<file path="src/hdl/pid_controller_antiwindup_assert.svh">
// Assertion macros for the PID controller block
`ifndef PID_CONTROLLER_ANTIWINDUP_ASSERT_SVH
`define PID_CONTROLLER_ANTIWINDUP_ASSERT_SVH
`ifndef SYNTHESIS
// consequent checked in the same cycle
`define PIDAW_ASSERT_NOW(label, ante, cons) \
  label: assert property (@(posedge clk) disable iff (rst) (ante) |-> (cons)) \
    else $error("pidaw check failed");
// consequent checked in the cycle after the antecedent
`define PIDAW_ASSERT_NEXT(label, ante, cons) \
  label: assert property (@(posedge clk) disable iff (rst) (ante) |=> (cons)) \
    else $error("pidaw check failed");
`else
`define PIDAW_ASSERT_NOW(label, ante, cons)
`define PIDAW_ASSERT_NEXT(label, ante, cons)
`endif
`endif

</file>
<file path="src/hdl/pidaw_pkg.sv">
// Shared constants, types and codes for the PID controller block
`default_nettype none

package pidaw_pkg;

  // field widths
  localparam int FIELD_W    = 32;
  localparam int PERIOD_W   = 31;
  localparam int ERR_W      = 33;
  localparam int CFG_ADDR_W = 4;

  // top level parameter defaults
  localparam int DATA_WIDTH_DEF = 32;
  localparam int FRAC_BITS_DEF  = 16;

  // serial unit widths
  localparam int MUL_A_W = 32;
  localparam int MUL_B_W = 33;
  localparam int PROD_W  = MUL_A_W + MUL_B_W;
  localparam int SUM_W   = PROD_W + 1;
  localparam int DIV_N_W = 63;

  // derivative quotient limit, 2^48
  localparam logic [DIV_N_W-1:0] D_LIM = 63'h1_0000_0000_0000;

  // error difference limit, 2^32 - 1
  localparam logic [ERR_W-1:0] DIF_LIM = 33'h0_FFFF_FFFF;

  // item modes
  localparam logic MODE_UPDATE = 1'b0;
  localparam logic MODE_CLEAR  = 1'b1;

  // register indexes
  typedef enum logic [CFG_ADDR_W-1:0] {
    REG_PROP_GAIN     = 4'd0,
    REG_INTEG_GAIN    = 4'd1,
    REG_DERIV_GAIN    = 4'd2,
    REG_SAMPLE_PERIOD = 4'd3,
    REG_INTEG_UPPER   = 4'd4,
    REG_INTEG_LOWER   = 4'd5,
    REG_OUT_UPPER     = 4'd6,
    REG_OUT_LOWER     = 4'd7
  } reg_idx_t;

  // register reset values
  localparam logic signed [FIELD_W-1:0] PROP_GAIN_RST  = 32'sh0001_0000;
  localparam logic signed [FIELD_W-1:0] INTEG_GAIN_RST = 32'sh0000_0000;
  localparam logic signed [FIELD_W-1:0] DERIV_GAIN_RST = 32'sh0000_0000;
  localparam logic [PERIOD_W-1:0]       PERIOD_RST     = 31'd655;
  localparam logic signed [FIELD_W-1:0] UPPER_RST      = 32'sh7FFF_FFFF;
  localparam logic signed [FIELD_W-1:0] LOWER_RST      = 32'sh8000_0000;

  // sequencer states
  typedef enum logic [3:0] {
    ST_IDLE,
    ST_DIF,
    ST_MUL1,
    ST_PREP,
    ST_KICK,
    ST_MUL2,
    ST_INTEG,
    ST_ICLAMP,
    ST_SUM,
    ST_SAT,
    ST_OCLAMP,
    ST_DONE
  } state_t;

endpackage

`default_nettype wire

</file>
<file path="src/hdl/pidaw_if.sv">
// Handshake channels of the PID controller: command, result and register write
`default_nettype none

interface pidaw_cmd_if;
  logic                                   valid;
  logic                                   ready;
  logic                                   mode;
  logic signed [pidaw_pkg::FIELD_W-1:0]   target;
  logic signed [pidaw_pkg::FIELD_W-1:0]   measured;
  modport source (output valid, mode, target, measured, input ready);
  modport sink (input valid, mode, target, measured, output ready);
endinterface

interface pidaw_rsp_if;
  logic                                   valid;
  logic                                   ready;
  logic signed [pidaw_pkg::FIELD_W-1:0]   drive;
  modport source (output valid, drive, input ready);
  modport sink (input valid, drive, output ready);
endinterface

interface pidaw_cfg_if;
  logic                                   valid;
  logic                                   ready;
  logic [pidaw_pkg::CFG_ADDR_W-1:0]       index;
  logic [pidaw_pkg::FIELD_W-1:0]          data;
  modport source (output valid, index, data, input ready);
  modport sink (input valid, index, data, output ready);
endinterface

`default_nettype wire

</file>
<file path="src/hdl/pid_controller_antiwindup.sv">
// PID controller with integral clamp, signed fixed point, serial arithmetic.
// Update item: error difference, three 33-step shift-add multipliers in parallel, scaling,
// then the 63-step restoring divider beside a ki * sample period multiply, integral clamp,
// sum, saturation and output clamp. One item at a time; a clear item skips to the result.
// Synchronous reset loads the register defaults and zeroes integral and previous error.
`default_nettype none
`include "pid_controller_antiwindup_assert.svh"

module pid_controller_antiwindup #(
  parameter int DATA_WIDTH = pidaw_pkg::DATA_WIDTH_DEF,
  parameter int FRAC_BITS  = pidaw_pkg::FRAC_BITS_DEF
) (
  input  wire logic   clk,
  input  wire logic   rst,
  pidaw_cmd_if.sink   cmd,
  pidaw_rsp_if.source result,
  pidaw_cfg_if.sink   cfg
);

  localparam int FIELD_W  = pidaw_pkg::FIELD_W;
  localparam int PERIOD_W = pidaw_pkg::PERIOD_W;
  localparam int ERR_W    = pidaw_pkg::ERR_W;
  localparam int MUL_A_W  = pidaw_pkg::MUL_A_W;
  localparam int MUL_B_W  = pidaw_pkg::MUL_B_W;
  localparam int PROD_W   = pidaw_pkg::PROD_W;
  localparam int SUM_W    = pidaw_pkg::SUM_W;
  localparam int DIV_N_W  = pidaw_pkg::DIV_N_W;

  localparam logic signed [SUM_W-1:0] S_MAX = (SUM_W'(1) <<< (DATA_WIDTH - 1)) - SUM_W'(1);
  localparam logic signed [SUM_W-1:0] S_MIN = ~S_MAX;

  pidaw_pkg::state_t state;
  pidaw_pkg::state_t state_next;

  // registers
  logic signed [FIELD_W-1:0] prop_gain;
  logic signed [FIELD_W-1:0] integ_gain;
  logic signed [FIELD_W-1:0] deriv_gain;
  logic [PERIOD_W-1:0]       sample_period;
  logic signed [FIELD_W-1:0] integ_upper;
  logic signed [FIELD_W-1:0] integ_lower;
  logic signed [FIELD_W-1:0] out_upper;
  logic signed [FIELD_W-1:0] out_lower;

  // loop state
  logic signed [FIELD_W-1:0] integ_acc;
  logic signed [ERR_W-1:0]   last_error;

  // working registers
  logic                      clr;
  logic signed [ERR_W-1:0]   err;
  logic signed [SUM_W-1:0]   p_term;
  logic signed [FIELD_W-1:0] ki;
  logic                      d_neg;
  logic [DIV_N_W-1:0]        d_mag;
  logic signed [SUM_W-1:0]   isum;
  logic signed [SUM_W-1:0]   d_term;
  logic signed [FIELD_W-1:0] integ_new;
  logic signed [SUM_W-1:0]   sum;
  logic signed [FIELD_W-1:0] drive_res;
  logic                      out_valid;
  logic signed [FIELD_W-1:0] drive_reg;

  // sequencer outputs
  logic load;
  logic start_first;
  logic start_second;

  // serial units
  logic [MUL_A_W-1:0] mul_i_a;
  logic [MUL_B_W-1:0] mul_i_b;
  logic [PROD_W-1:0]  prod_p;
  logic [PROD_W-1:0]  prod_i;
  logic [PROD_W-1:0]  prod_d;
  logic [DIV_N_W-1:0] quo;
  logic               mul_p_busy;
  logic               mul_i_busy;
  logic               mul_d_busy;
  logic               div_busy;

  // datapath nets
  logic signed [ERR_W:0]     dif_full;
  logic signed [ERR_W-1:0]   dif;
  logic signed [PROD_W-1:0]  p_shift;
  logic signed [PROD_W-1:0]  k_shift;
  logic [PROD_W-FIELD_W:0]   k_top;
  logic signed [FIELD_W-1:0] ki_sat;
  logic [PROD_W-1:0]         d_abs;
  logic [DIV_N_W-1:0]        q_lim;
  logic [SUM_W-1:0]          q_ext;
  logic signed [SUM_W-1:0]   d_val;
  logic signed [SUM_W-1:0]   iu_ext;
  logic signed [SUM_W-1:0]   il_ext;
  logic signed [SUM_W-1:0]   i_clamp;
  logic [SUM_W-DATA_WIDTH:0] s_top;
  logic signed [SUM_W-1:0]   sum_sat;
  logic signed [SUM_W-1:0]   ou_ext;
  logic signed [SUM_W-1:0]   ol_ext;
  logic signed [SUM_W-1:0]   o_clamp;

  // register writes, always taken
  assign cfg.ready = 1'b1;

  always_ff @(posedge clk) begin
    if (rst) begin
      prop_gain     <= pidaw_pkg::PROP_GAIN_RST;
      integ_gain    <= pidaw_pkg::INTEG_GAIN_RST;
      deriv_gain    <= pidaw_pkg::DERIV_GAIN_RST;
      sample_period <= pidaw_pkg::PERIOD_RST;
      integ_upper   <= pidaw_pkg::UPPER_RST;
      integ_lower   <= pidaw_pkg::LOWER_RST;
      out_upper     <= pidaw_pkg::UPPER_RST;
      out_lower     <= pidaw_pkg::LOWER_RST;
    end else if (cfg.valid) begin
      case (cfg.index)
        pidaw_pkg::REG_PROP_GAIN:     prop_gain     <= cfg.data;
        pidaw_pkg::REG_INTEG_GAIN:    integ_gain    <= cfg.data;
        pidaw_pkg::REG_DERIV_GAIN:    deriv_gain    <= cfg.data;
        pidaw_pkg::REG_SAMPLE_PERIOD: sample_period <= cfg.data[PERIOD_W-1:0];
        pidaw_pkg::REG_INTEG_UPPER:   integ_upper   <= cfg.data;
        pidaw_pkg::REG_INTEG_LOWER:   integ_lower   <= cfg.data;
        pidaw_pkg::REG_OUT_UPPER:     out_upper     <= cfg.data;
        pidaw_pkg::REG_OUT_LOWER:     out_lower     <= cfg.data;
        default: ;
      endcase
    end
  end

  // sequencer state
  always_ff @(posedge clk) begin
    if (rst) begin
      state <= pidaw_pkg::ST_IDLE;
    end else begin
      state <= state_next;
    end
  end

  // next state and controls
  always_comb begin
    state_next = state;
    load       = 1'b0;
    case (state)
      pidaw_pkg::ST_IDLE: begin
        if (cmd.valid) begin
          state_next = (cmd.mode == pidaw_pkg::MODE_CLEAR) ? pidaw_pkg::ST_DONE
                                                           : pidaw_pkg::ST_DIF;
        end
      end
      pidaw_pkg::ST_DIF:    state_next = pidaw_pkg::ST_MUL1;
      pidaw_pkg::ST_MUL1: begin
        if (!mul_p_busy && !mul_i_busy && !mul_d_busy) begin
          state_next = pidaw_pkg::ST_PREP;
        end
      end
      pidaw_pkg::ST_PREP:   state_next = pidaw_pkg::ST_KICK;
      pidaw_pkg::ST_KICK:   state_next = pidaw_pkg::ST_MUL2;
      pidaw_pkg::ST_MUL2: begin
        if (!mul_i_busy && !div_busy) begin
          state_next = pidaw_pkg::ST_INTEG;
        end
      end
      pidaw_pkg::ST_INTEG:  state_next = pidaw_pkg::ST_ICLAMP;
      pidaw_pkg::ST_ICLAMP: state_next = pidaw_pkg::ST_SUM;
      pidaw_pkg::ST_SUM:    state_next = pidaw_pkg::ST_SAT;
      pidaw_pkg::ST_SAT:    state_next = pidaw_pkg::ST_OCLAMP;
      pidaw_pkg::ST_OCLAMP: state_next = pidaw_pkg::ST_DONE;
      pidaw_pkg::ST_DONE: begin
        if (!out_valid || result.ready) begin
          load       = 1'b1;
          state_next = pidaw_pkg::ST_IDLE;
        end
      end
      default: state_next = pidaw_pkg::ST_IDLE;
    endcase
  end

  assign cmd.ready    = (state == pidaw_pkg::ST_IDLE);
  assign start_first  = (state == pidaw_pkg::ST_DIF);
  assign start_second = (state == pidaw_pkg::ST_KICK);

  // error difference, limited to +-(2^32 - 1)
  always_comb begin
    dif_full = {err[ERR_W-1], err} - {last_error[ERR_W-1], last_error};
    dif      = dif_full[ERR_W-1:0];
    if (!dif_full[ERR_W] && dif_full[ERR_W-1]) begin
      dif = pidaw_pkg::DIF_LIM;
    end else if (dif_full[ERR_W] && (!dif_full[ERR_W-1] || dif_full[ERR_W-2:0] == '0)) begin
      dif = -pidaw_pkg::DIF_LIM;
    end
  end

  // the integral multiplier is reused for ki * sample period
  assign mul_i_a = start_second ? ki : integ_gain;
  assign mul_i_b = start_second ? MUL_B_W'(sample_period) : err;

  pidaw_mul #(.A_W(MUL_A_W), .B_W(MUL_B_W)) u_mul_p (
    .clk(clk), .rst(rst), .start(start_first),
    .a(prop_gain), .b(err), .busy(mul_p_busy), .prod(prod_p)
  );

  pidaw_mul #(.A_W(MUL_A_W), .B_W(MUL_B_W)) u_mul_i (
    .clk(clk), .rst(rst), .start(start_first || start_second),
    .a(mul_i_a), .b(mul_i_b), .busy(mul_i_busy), .prod(prod_i)
  );

  pidaw_mul #(.A_W(MUL_A_W), .B_W(MUL_B_W)) u_mul_d (
    .clk(clk), .rst(rst), .start(start_first),
    .a(deriv_gain), .b(dif), .busy(mul_d_busy), .prod(prod_d)
  );

  pidaw_div #(.N_W(DIV_N_W), .D_W(PERIOD_W)) u_div (
    .clk(clk), .rst(rst), .start(start_second),
    .num(d_mag), .den(sample_period), .busy(div_busy), .quo(quo)
  );

  // products scaled back, ki limited to 32 bits, magnitude for the divider
  always_comb begin
    p_shift = $signed(prod_p) >>> FRAC_BITS;
    k_shift = $signed(prod_i) >>> FRAC_BITS;
    k_top   = k_shift[PROD_W-1:FIELD_W-1];
    ki_sat  = k_shift[FIELD_W-1:0];
    if (!((&k_top) || !(|k_top))) begin
      ki_sat = k_top[PROD_W-FIELD_W] ? pidaw_pkg::LOWER_RST : pidaw_pkg::UPPER_RST;
    end
    d_abs = prod_d[PROD_W-1] ? (~prod_d + 1'b1) : prod_d;
  end

  // derivative term: quotient limited to 2^48, sign restored, zero period gives zero
  always_comb begin
    q_lim = (quo > pidaw_pkg::D_LIM) ? pidaw_pkg::D_LIM : quo;
    q_ext = {{(SUM_W-DIV_N_W){1'b0}}, q_lim};
    if (sample_period == '0) begin
      d_val = '0;
    end else begin
      d_val = d_neg ? -q_ext : q_ext;
    end
  end

  // integral clamp, lower bound applied last
  always_comb begin
    iu_ext  = {{(SUM_W-FIELD_W){integ_upper[FIELD_W-1]}}, integ_upper};
    il_ext  = {{(SUM_W-FIELD_W){integ_lower[FIELD_W-1]}}, integ_lower};
    i_clamp = isum;
    if (i_clamp > iu_ext) begin
      i_clamp = iu_ext;
    end
    if (i_clamp < il_ext) begin
      i_clamp = il_ext;
    end
  end

  // saturation to the data width
  always_comb begin
    s_top   = sum[SUM_W-1:DATA_WIDTH-1];
    sum_sat = sum;
    if (!((&s_top) || !(|s_top))) begin
      sum_sat = sum[SUM_W-1] ? S_MIN : S_MAX;
    end
  end

  // output clamp, lower bound applied last
  always_comb begin
    ou_ext  = {{(SUM_W-FIELD_W){out_upper[FIELD_W-1]}}, out_upper};
    ol_ext  = {{(SUM_W-FIELD_W){out_lower[FIELD_W-1]}}, out_lower};
    o_clamp = sum;
    if (o_clamp > ou_ext) begin
      o_clamp = ou_ext;
    end
    if (o_clamp < ol_ext) begin
      o_clamp = ol_ext;
    end
  end

  // working registers, one step per state
  always_ff @(posedge clk) begin
    case (state)
      pidaw_pkg::ST_IDLE: begin
        if (cmd.valid) begin
          clr <= (cmd.mode == pidaw_pkg::MODE_CLEAR);
          err <= {cmd.target[FIELD_W-1], cmd.target}
               - {cmd.measured[FIELD_W-1], cmd.measured};
        end
      end
      pidaw_pkg::ST_PREP: begin
        p_term <= {{(SUM_W-PROD_W){p_shift[PROD_W-1]}}, p_shift};
        ki     <= ki_sat;
        d_neg  <= prod_d[PROD_W-1];
        d_mag  <= d_abs[DIV_N_W-1:0];
      end
      pidaw_pkg::ST_INTEG: begin
        isum   <= {{(SUM_W-FIELD_W){integ_acc[FIELD_W-1]}}, integ_acc}
                + {{(SUM_W-PROD_W){k_shift[PROD_W-1]}}, k_shift};
        d_term <= d_val;
      end
      pidaw_pkg::ST_ICLAMP: begin
        integ_new <= i_clamp[FIELD_W-1:0];
        sum       <= p_term + d_term;
      end
      pidaw_pkg::ST_SUM: begin
        sum <= sum + {{(SUM_W-FIELD_W){integ_new[FIELD_W-1]}}, integ_new};
      end
      pidaw_pkg::ST_SAT: begin
        sum <= sum_sat;
      end
      pidaw_pkg::ST_OCLAMP: begin
        drive_res <= o_clamp[FIELD_W-1:0];
      end
      default: ;
    endcase
  end

  // loop state and result register
  always_ff @(posedge clk) begin
    if (rst) begin
      integ_acc  <= '0;
      last_error <= '0;
      out_valid  <= 1'b0;
    end else begin
      if (load) begin
        out_valid  <= 1'b1;
        integ_acc  <= clr ? '0 : integ_new;
        last_error <= clr ? '0 : err;
      end else if (result.ready) begin
        out_valid <= 1'b0;
      end
    end
  end

  always_ff @(posedge clk) begin
    if (load) begin
      drive_reg <= clr ? '0 : drive_res;
    end
  end

  assign result.valid = out_valid;
  assign result.drive = drive_reg;

  // checks
  `PIDAW_ASSERT_NEXT(a_accept_from_idle, cmd.valid && cmd.ready, state == pidaw_pkg::ST_DIF || state == pidaw_pkg::ST_DONE)
  `PIDAW_ASSERT_NOW(a_units_finished, state == pidaw_pkg::ST_INTEG, !mul_i_busy && !div_busy)
  `PIDAW_ASSERT_NEXT(a_clear_gives_zero, load && clr, result.valid && result.drive == '0)
  `PIDAW_ASSERT_NEXT(a_drive_in_bounds, load && !clr && out_lower <= out_upper, result.drive <= out_upper && result.drive >= out_lower)

endmodule

`default_nettype wire

</file>
<file path="src/hdl/pidaw_mul.sv">
// Shift-add signed multiplier, one multiplier bit per cycle
`default_nettype none

module pidaw_mul #(
  parameter int A_W = pidaw_pkg::MUL_A_W,
  parameter int B_W = pidaw_pkg::MUL_B_W
) (
  input  wire logic               clk,
  input  wire logic               rst,
  input  wire logic               start,
  input  wire logic [A_W-1:0]     a,
  input  wire logic [B_W-1:0]     b,
  output logic                    busy,
  output logic [A_W+B_W-1:0]      prod
);

  localparam int CNT_W = $clog2(B_W);

  logic [A_W-1:0]       mcand;
  logic [CNT_W-1:0]     cnt;
  logic [A_W+B_W-1:0]   acc;
  logic [A_W:0]         hi;
  logic [A_W:0]         addend;
  logic [A_W:0]         hsum;
  logic                 last;

  // partial sum: add the multiplicand, subtract it on the sign bit
  always_comb begin
    last   = (cnt == CNT_W'(B_W - 1));
    hi     = {acc[A_W+B_W-1], acc[A_W+B_W-1:B_W]};
    addend = '0;
    if (acc[0]) begin
      addend = last ? -{mcand[A_W-1], mcand} : {mcand[A_W-1], mcand};
    end
    hsum = hi + addend;
  end

  // control
  always_ff @(posedge clk) begin
    if (rst) begin
      busy <= 1'b0;
      cnt  <= '0;
    end else if (start) begin
      busy <= 1'b1;
      cnt  <= '0;
    end else if (busy) begin
      cnt <= cnt + 1'b1;
      if (last) begin
        busy <= 1'b0;
      end
    end
  end

  // product shifts right one bit a step, multiplier bits leave at the bottom
  always_ff @(posedge clk) begin
    if (start) begin
      acc   <= {{A_W{1'b0}}, b};
      mcand <= a;
    end else if (busy) begin
      acc <= {hsum, acc[B_W-1:1]};
    end
  end

  assign prod = acc;

endmodule

`default_nettype wire

</file>
<file path="src/hdl/pidaw_div.sv">
// Restoring unsigned divider, one quotient bit per cycle
`default_nettype none

module pidaw_div #(
  parameter int N_W = pidaw_pkg::DIV_N_W,
  parameter int D_W = pidaw_pkg::PERIOD_W
) (
  input  wire logic             clk,
  input  wire logic             rst,
  input  wire logic             start,
  input  wire logic [N_W-1:0]   num,
  input  wire logic [D_W-1:0]   den,
  output logic                  busy,
  output logic [N_W-1:0]        quo
);

  localparam int CNT_W = $clog2(N_W);

  logic [N_W-1:0]   q;
  logic [D_W-1:0]   rem;
  logic [D_W-1:0]   dsr;
  logic [CNT_W-1:0] cnt;
  logic [D_W:0]     r_sh;
  logic [D_W+1:0]   diff;
  logic             fit;

  // trial subtract of the shifted remainder
  always_comb begin
    r_sh = {rem, q[N_W-1]};
    diff = {1'b0, r_sh} - {2'b00, dsr};
    fit  = !diff[D_W+1];
  end

  // control
  always_ff @(posedge clk) begin
    if (rst) begin
      busy <= 1'b0;
      cnt  <= '0;
    end else if (start) begin
      busy <= 1'b1;
      cnt  <= '0;
    end else if (busy) begin
      cnt <= cnt + 1'b1;
      if (cnt == CNT_W'(N_W - 1)) begin
        busy <= 1'b0;
      end
    end
  end

  // dividend shifts out at the top, quotient bits in at the bottom
  always_ff @(posedge clk) begin
    if (start) begin
      q   <= num;
      rem <= '0;
      dsr <= den;
    end else if (busy) begin
      rem <= fit ? diff[D_W-1:0] : r_sh[D_W-1:0];
      q   <= {q[N_W-2:0], fit};
    end
  end

  assign quo = q;

endmodule

`default_nettype wire
</file>
<file path="src/flat_wrapper.sv">
// flat-port wrapper written by rule: the top's interface ports become plain ports
module pid_controller_antiwindup_flat 
#(
  parameter int DATA_WIDTH = pidaw_pkg::DATA_WIDTH_DEF,
  parameter int FRAC_BITS  = pidaw_pkg::FRAC_BITS_DEF
)
  (clk, rst, cmd_valid, cmd_mode, cmd_target, cmd_measured, cmd_ready, result_valid, result_drive, result_ready, cfg_valid, cfg_index, cfg_data, cfg_ready);
  pidaw_cmd_if cmd_i ();
  pidaw_rsp_if result_i ();
  pidaw_cfg_if cfg_i ();
  input  wire logic clk;
  input  wire logic rst;
  input wire logic [$bits(cmd_i.valid)-1:0] cmd_valid;
  input wire logic [$bits(cmd_i.mode)-1:0] cmd_mode;
  input wire logic [$bits(cmd_i.target)-1:0] cmd_target;
  input wire logic [$bits(cmd_i.measured)-1:0] cmd_measured;
  output wire logic [$bits(cmd_i.ready)-1:0] cmd_ready;
  output wire logic [$bits(result_i.valid)-1:0] result_valid;
  output wire logic [$bits(result_i.drive)-1:0] result_drive;
  input wire logic [$bits(result_i.ready)-1:0] result_ready;
  input wire logic [$bits(cfg_i.valid)-1:0] cfg_valid;
  input wire logic [$bits(cfg_i.index)-1:0] cfg_index;
  input wire logic [$bits(cfg_i.data)-1:0] cfg_data;
  output wire logic [$bits(cfg_i.ready)-1:0] cfg_ready;
  assign cmd_i.valid = cmd_valid;
  assign cmd_i.mode = cmd_mode;
  assign cmd_i.target = cmd_target;
  assign cmd_i.measured = cmd_measured;
  assign cmd_ready = cmd_i.ready;
  assign result_valid = result_i.valid;
  assign result_drive = result_i.drive;
  assign result_i.ready = result_ready;
  assign cfg_i.valid = cfg_valid;
  assign cfg_i.index = cfg_index;
  assign cfg_i.data = cfg_data;
  assign cfg_ready = cfg_i.ready;
  pid_controller_antiwindup #(.DATA_WIDTH(DATA_WIDTH), .FRAC_BITS(FRAC_BITS)) u_core (.clk(clk), .rst(rst), .cmd(cmd_i), .result(result_i), .cfg(cfg_i));
endmodule
</file>
<file path="config.mk">
export PLATFORM = sky130hd
export DESIGN_NAME = pid_controller_antiwindup_flat
export DESIGN_NICKNAME = d
export VERILOG_FILES = /design/src/hdl/pidaw_pkg.sv /design/src/hdl/pidaw_if.sv /design/src/hdl/pid_controller_antiwindup.sv /design/src/hdl/pidaw_mul.sv /design/src/hdl/pidaw_div.sv /design/src/flat_wrapper.sv
export VERILOG_INCLUDE_DIRS = /design/src /design/src/hdl
export SDC_FILE = /design/constraint.sdc
export NUM_CORES = 2
export LEC_CHECK = 0
export BUFFER_PORTS_ARGS = -buffer_cell sky130_fd_sc_hd__buf_2
export CORE_MARGIN = 5
export CORE_UTILIZATION = 60
export DETAILED_ROUTE_END_ITERATION = 10
export PLACE_DENSITY = 0.79
export SYNTH_ARGS = -nofsm -noshare
export SYNTH_HDL_FRONTEND = slang
export SYNTH_HIERARCHICAL = 1
export SYNTH_SLANG_ARGS = --single-unit
</file>
<file path="constraint.sdc">
create_clock -name clk -period 22.7 [get_ports clk]
set_input_delay 3.405 -clock clk [delete_from_list [all_inputs] [get_ports clk]]
set_output_delay 3.405 -clock clk [all_outputs]
set_load 0.005 [all_outputs]
</file>
# Word level (Yosys, flattened, before mapping)
# Cells that the tools add are included.
op_classes:
  n_addsub: 18
  magnitude_cmp: 5
  n_eq_ne: 27
  n_mux: 55
  bitwise_logic: 2
  n_reduce_logical: 49
op_table:
  columns: ["op", "count"]
  rows:
  - ["$mux W33", 16]
  - ["$mux W63", 5]
  - ["$mux W66", 4]
  - ["$pmux W66 S3", 1]
  - ["$mux W32", 6]
  - ["$gt A66 B32 Y1", 2]
  - ["$lt A66 B32 Y1", 2]
  - ["$add A33 B33 Y33", 3]
  - ["$neg A33 Y33", 3]
  - ["$add A49 B66 Y66", 1]
  - ["$add A66 B66 Y66", 1]
  - ["$neg A63 Y66", 1]
  - ["$add A63 B1 Y63 const B", 1]
  - ["$gt A63 B49 Y1 const B", 1]
  - ["$not A63 Y63", 1]
  - ["$add A32 B49 Y50", 1]
  - ["$pmux W4 S12", 1]
  - ["$reduce_and A35 Y1", 1]
  - ["$reduce_or A35 Y1", 1]
  - ["$sub A33 B33 Y34", 1]
  - ["$sub A32 B31 Y33", 1]
  - ["$sub A32 B32 Y33", 1]
  - ["$eq A4 B3 Y1 const B", 8]
  - ["$logic_not A32 Y1", 1]
  - ["other kinds (23)", 92]
totals:
  regBits: 1242
  in_bits: 106

# Longest topological paths before layout
logic_depth:
  ltp_word: 7
  depth_mapped: 27
  ltp_nobuf: 24

# Cells and area by module
# Netlist, hierarchy kept.
modules_own_cells:
  columns: ["module", "n_inst", "cells_each", "area_per_inst_um2", "seq_area_each_um2"]
  rows:
  - ["pid_controller_antiwindup", 1, 5776, 51983.6, 20229.4]
  - ["pidaw_mul at u_core.u_mul_d ...", 2, 591, 6115.9, 2732.6]
  - ["pidaw_div", 1, 613, 7044.3, 3583.4]
  - ["pidaw_mul at u_core.u_mul_p", 1, 608, 6193.4, 2732.6]

# Worst setup path after synthesis
# Ideal clock, no wire load.
synth_timing:
  path_kind: "register to register"
  startpoint: "reg u_core.state[0]"
  endpoint: "reg u_core.d_mag[0], enable pin"
  setup_ns: 1.005
  t_arrival_ns: 14.760
  t_required_ns: 21.695
  setup_slack_ns: 6.935
  path_stages_with_launch: 5
  cell_sequence: "dfxtp_1 > clkbuf_1 > inv_1 > clkbuf_1 > nor4_1"
synth_between:
  elab_chain_cells: 1
synth_rtl:
  columns: ["element", "line", "source"]
  rows:
  - ["start: declaration", "pid_controller_antiwindup.sv:32", "pidaw_pkg::state_t state;"]
  - ["start signal: assignment", "pid_controller_antiwindup.sv:132", "state <= pidaw_pkg::ST_IDLE;"]
  - ["start signal: assignment", "pid_controller_antiwindup.sv:134", "state <= state_next;"]
  - ["$eq A4 B2 Y1", "pid_controller_antiwindup.sv:276", "case (state)"]
  - ["end signal: assignment", "pid_controller_antiwindup.sv:288", "d_mag <= d_abs[DIV_N_W-1:0];"]
  - ["end: declaration", "pid_controller_antiwindup.sv:55", "logic [DIV_N_W-1:0] d_mag;"]
# Every way passes these cells.
# A chain may end at the register's enable or synchronous reset.

# Worst setup path in the final report
layout_timing:
  startpoint: "reg u_core.out_upper[31]"
  endpoint: "reg u_core.drive_res[3] (data pin)"
layout_between:
  elab_chain_cells: 4
layout_rtl:
  columns: ["element", "line", "source"]
  rows:
  - ["start: declaration", "pid_controller_antiwindup.sv:42", "logic signed [FIELD_W-1:0] out_upper;"]
  - ["start signal: assignment", "pid_controller_antiwindup.sv:112", "out_upper <= pidaw_pkg::UPPER_RST;"]
  - ["start signal: assignment", "pid_controller_antiwindup.sv:122", "pidaw_pkg::REG_OUT_UPPER: out_upper <= cfg.data;"]
  - ["$gt A66 B32 Y1", "pid_controller_antiwindup.sv:266", "if (o_clamp > ou_ext) begin"]
  - ["$mux W66 *", "pid_controller_antiwindup.sv:266", null]
  - ["$lt A66 B32 Y1", "pid_controller_antiwindup.sv:269", "if (o_clamp < ol_ext) begin"]
  - ["$mux W32 *", "pid_controller_antiwindup.sv:269", null]
  - ["net u_core.o_clamp[3]", "pid_controller_antiwindup.sv:99", "logic signed [SUM_W-1:0] o_clamp;"]
  - ["end signal: assignment", "pid_controller_antiwindup.sv:306", "drive_res <= o_clamp[FIELD_W-1:0];"]
  - ["end: declaration", "pid_controller_antiwindup.sv:60", "logic signed [FIELD_W-1:0] drive_res;"]
# The timed path passes the listed nets; every way through them passes the cells marked *.

==> results.sh <==
export IMPL_synth_nets=8908
export IMPL_leakage_uw=0.0331
export IMPL_cp_arrival_ns=9.38
export IMPL_finClkSkew_ns=0.0280
export IMPL_synth_distinct_cells=103
export IMPL_postSynthCellCount=8179
export IMPL_crit_fanout=69
export IMPL_whs_path_depth=0
export IMPL_drc=0
export IMPL_synth_async_reset_ratio=0
export IMPL_drive_above_1_share=0.105
export IMPL_critical_path_class="flop to flop"
export IMPL_grt_pass1_wl_um=340000
export IMPL_slew_headroom=0.0724
export IMPL_htreeDepth=4
export IMPL_clock_fmax_ghz=0.113
export IMPL_core_area_mm2=0.128
export IMPL_final_core_util=0.656
export IMPL_drt_iter0_markers=6854
export IMPL_p_int_uw=5650
export IMPL_worst_pin_slew_ns=1.39
export IMPL_grt_pass1_vias=59777
export IMPL_hold_viol=0
export IMPL_drtPass1Iterations=6
export IMPL_startpoint="u_core/out_upper[31]$_SDFFE_PP0P_"
export IMPL_syn_mean_instance_area_um2=9.47
export IMPL_dpl_hpwl_um=158000
export IMPL_holdWs_ns=0.429
export IMPL_top_regs="u_core/d_term x66, u_core/sum x66"
export IMPL_die_h_um=369
export IMPL_period_needed_ns=8.86
export IMPL_die_w_um=369
export IMPL_pwr_share_clk=0.247
export IMPL_status="finished, final reports clean"
export IMPL_switchingPower_uw=3460
export IMPL_yosys_most_used_dff="edfxtp_1"
export IMPL_cts_buffer_depth=3
export IMPL_cp_start_kind="flop"
export IMPL_path_clk_slew_ns=0.06
export IMPL_nets=8871
export IMPL_vias=63073
export IMPL_grt_setup_unrepaired="no"
export IMPL_io_pins=141
export IMPL_setup_viol=0
export IMPL_slew_violations=0
export IMPL_vias_per_cell=6.36
export IMPL_crit_top_cell="o21ai_0"
export IMPL_placementRows=131
export IMPL_routedWlPerCell_um=22.3
export IMPL_start_util=0.606
export IMPL_min_from="u_core/deriv_gain[14]$_SDFFE_PP0P_"
export IMPL_grt_max_degree=189
export IMPL_hold_path_class="flop to flop"
export IMPL_comb_power_share=0.379
export IMPL_critPathCaptureType="flop"
export IMPL_antenna_found_initial=10
export IMPL_p_seq_frac=0.374
export IMPL_ys_seq_area_frac=0.413
export IMPL_fp_dieArea_mm2=0.136
export IMPL_io_buffer_count=139
export IMPL_routed_wl_um=221000
export IMPL_max_stage_delay_ns=0.75
export IMPL_ctsHoldBuffers=0
export IMPL_syn_area_mm2=0.0775
export IMPL_slowest_stage="nand2_1"
export IMPL_grt_overflow=0
export IMPL_cellPowerDensity_mw_per_mm2=109
export IMPL_ir_drop_mv=0.0940
export IMPL_cts_num_sinks=1226
export IMPL_ff2ff_path_depth=27
export IMPL_antenna_left=0
export IMPL_ctsRootBufferMaster="clkbuf_16"
export IMPL_synth_edf_count=746
export IMPL_synth_warnings=6
export IMPL_area_delta_synth_final_pct=8.35
export IMPL_grt_total_usage=0.315
export IMPL_swShare=0.380
export IMPL_cap_violations=0
export IMPL_rr_startpoint="u_core/out_upper[31]$_SDFFE_PP0P_"
export IMPL_cp_required_ns=23.22
export IMPL_cts_resized=0
export IMPL_routabilityCongestion=0.962
export IMPL_post_cts_buffers=0
export IMPL_cts_buffers=135
export IMPL_layout_worst_path_cycle_share=0.390
export IMPL_fin_tns_setup_ns=0
export IMPL_ys_ff_latch=1226
export IMPL_cts_tree="built"
export IMPL_insertion_delay_ns=0.79
area by class of cell:
class / instances / area (µm²)
fill: 10046 / 43900
multi-input combinational: 6152 / 42400
sequential: 1226 / 32000
clock buffer: 180 / 3730
tap: 1662 / 2080
inverter: 415 / 1560
timing repair buffer: 212 / 1280
clock inverter: 70 / 842
antenna: 6 / 15.0
Yosys cell counts, drive strengths merged (25+ instances only):
library cell | number | area share
mux2 | 316 | 0.046
nor2b | 82 | 0.0066
a21o | 312 | 0.030
a31oi | 61 | 0.0050
nor4 | 58 | 0.0053
a21oi | 783 | 0.051
a21boi | 29 | 0.0028
o211ai | 45 | 0.0044
clkbuf | 326 | 0.016
nand2b | 58 | 0.0047
ha | 614 | 0.099
nand3 | 124 | 0.0081
a211oi | 65 | 0.0071
dfxtp | 480 | 0.12
nor2 | 653 | 0.032
mux2i | 74 | 0.0096
nand4 | 136 | 0.011
and3 | 46 | 0.0037
xor2 | 163 | 0.018
o21a | 55 | 0.0053
and2 | 119 | 0.0096
a221oi | 25 | 0.0030
xnor2 | 338 | 0.038
o41ai | 40 | 0.0050
nor3 | 99 | 0.0069
nand2 | 821 | 0.040
buf | 60 | 0.0046
or2 | 27 | 0.0022
o31ai | 55 | 0.0056
o21ai | 438 | 0.028
or3 | 53 | 0.0047
or4 | 28 | 0.0030
nor3b | 76 | 0.0074
edfxtp | 746 | 0.29
o21bai | 49 | 0.0047
a211o | 74 | 0.0084
inv | 413 | 0.020
worst max-delay path: cells and delay by family (launching register included):
kind	cells	cell delay, ns
adders and majority gates	2	0.51
buffers and inverters	4	1.42
DFF	1	0.33
and+or+nand+nor	7	2.17
muxes	2	0.67
xor gates and xnor gates	1	0.43
AOI/OAI and AO/OA	11	3.03
cells in the final DEF (no fill, tap or decap), types with 29 or more instances in the layout:
master       n
o31ai_1     51
ha_1       614
buf_4       71
a211o_1     74
mux2_2     316
nand3_1    123
edfxtp_1   746
dfxtp_1    478
a21oi_1    773
a21o_1     312
a31oi_1     59
nor2_1     649
or3_1       47
clkbuf_1    31
nor2b_1     81
and3_1      45
nor3b_1     74
inv_1      413
mux2i_1     73
o21a_1      55
and2_1     116
clkbuf_16  139
nand2_1    820
o211ai_1    45
nand2b_1    58
nor4_1      53
o41ai_1     35
nor3_1      94
a211oi_1    52
o21bai_1    49
xor2_1     163
a21boi_0    29
o21ai_0    428
buf_2      138
xnor2_1    338
nand4_1    135
per-stage QoR:
stage / power (µW) / instance area (µm²) / setup slack [ns] / std cells
6_report: 9110 / 83900 / 13.84 / 9923
5_1_grt: 9590 / 83900 / 13.16 / 9917
4_1_cts: 9060 / 83900 / 13.75 / 9917
3_5_place_dp: 6790 / 79300 / 13.85 / 9667
3_3_place_gp: 6690 / 79300 / 13.87 / 9667
2_1_floorplan: 5890 / 77500 / 6.94 / 8179
power by group through the flow:
stage                     logic (µW)  registers [µW]  clock network (µW)
after floorplan                 2620            3270                   0
after global placement          3280            3420                   0
after detailed placement        3360            3440                   0
after CTS                       3390            3390                2280
after global routing            3770            3440                2380
final                           3460            3410                2250
cells by family after synthesis:
| family | synth area share |
|---|---|
| buffers and inverters | 0.0406 |
| xor gates and xnor gates | 0.0567 |
| other | 0.0000484 |
| DFF | 0.413 |
| and+or+nand+nor | 0.149 |
| AOI/OAI and AO/OA | 0.182 |
| muxes | 0.0555 |
| adders and majority gates | 0.102 |
metal layers:
layer / track usage / vias up / part of all wire
li1: - / 29655 / -
met1: 0.424 / 29972 / 0.41
met2: 0.491 / 2895 / 0.44
met3: 0.0619 / 545 / 0.092
met4: 0.150 / 6 / 0.053
met5: 0 / - / 0.00018
final timing paths:
path	end	slack, ns
min	u_core/u_mul_d/mcand[14]$_DFFE_PP_	0.43
min reg2reg	u_core/u_mul_d/mcand[14]$_DFFE_PP_	0.43
max reg2reg	u_core/drive_res[3]$_DFFE_PP_	13.84
max	u_core/drive_res[3]$_DFFE_PP_	13.84
Power figures use the tool's default switching activity.
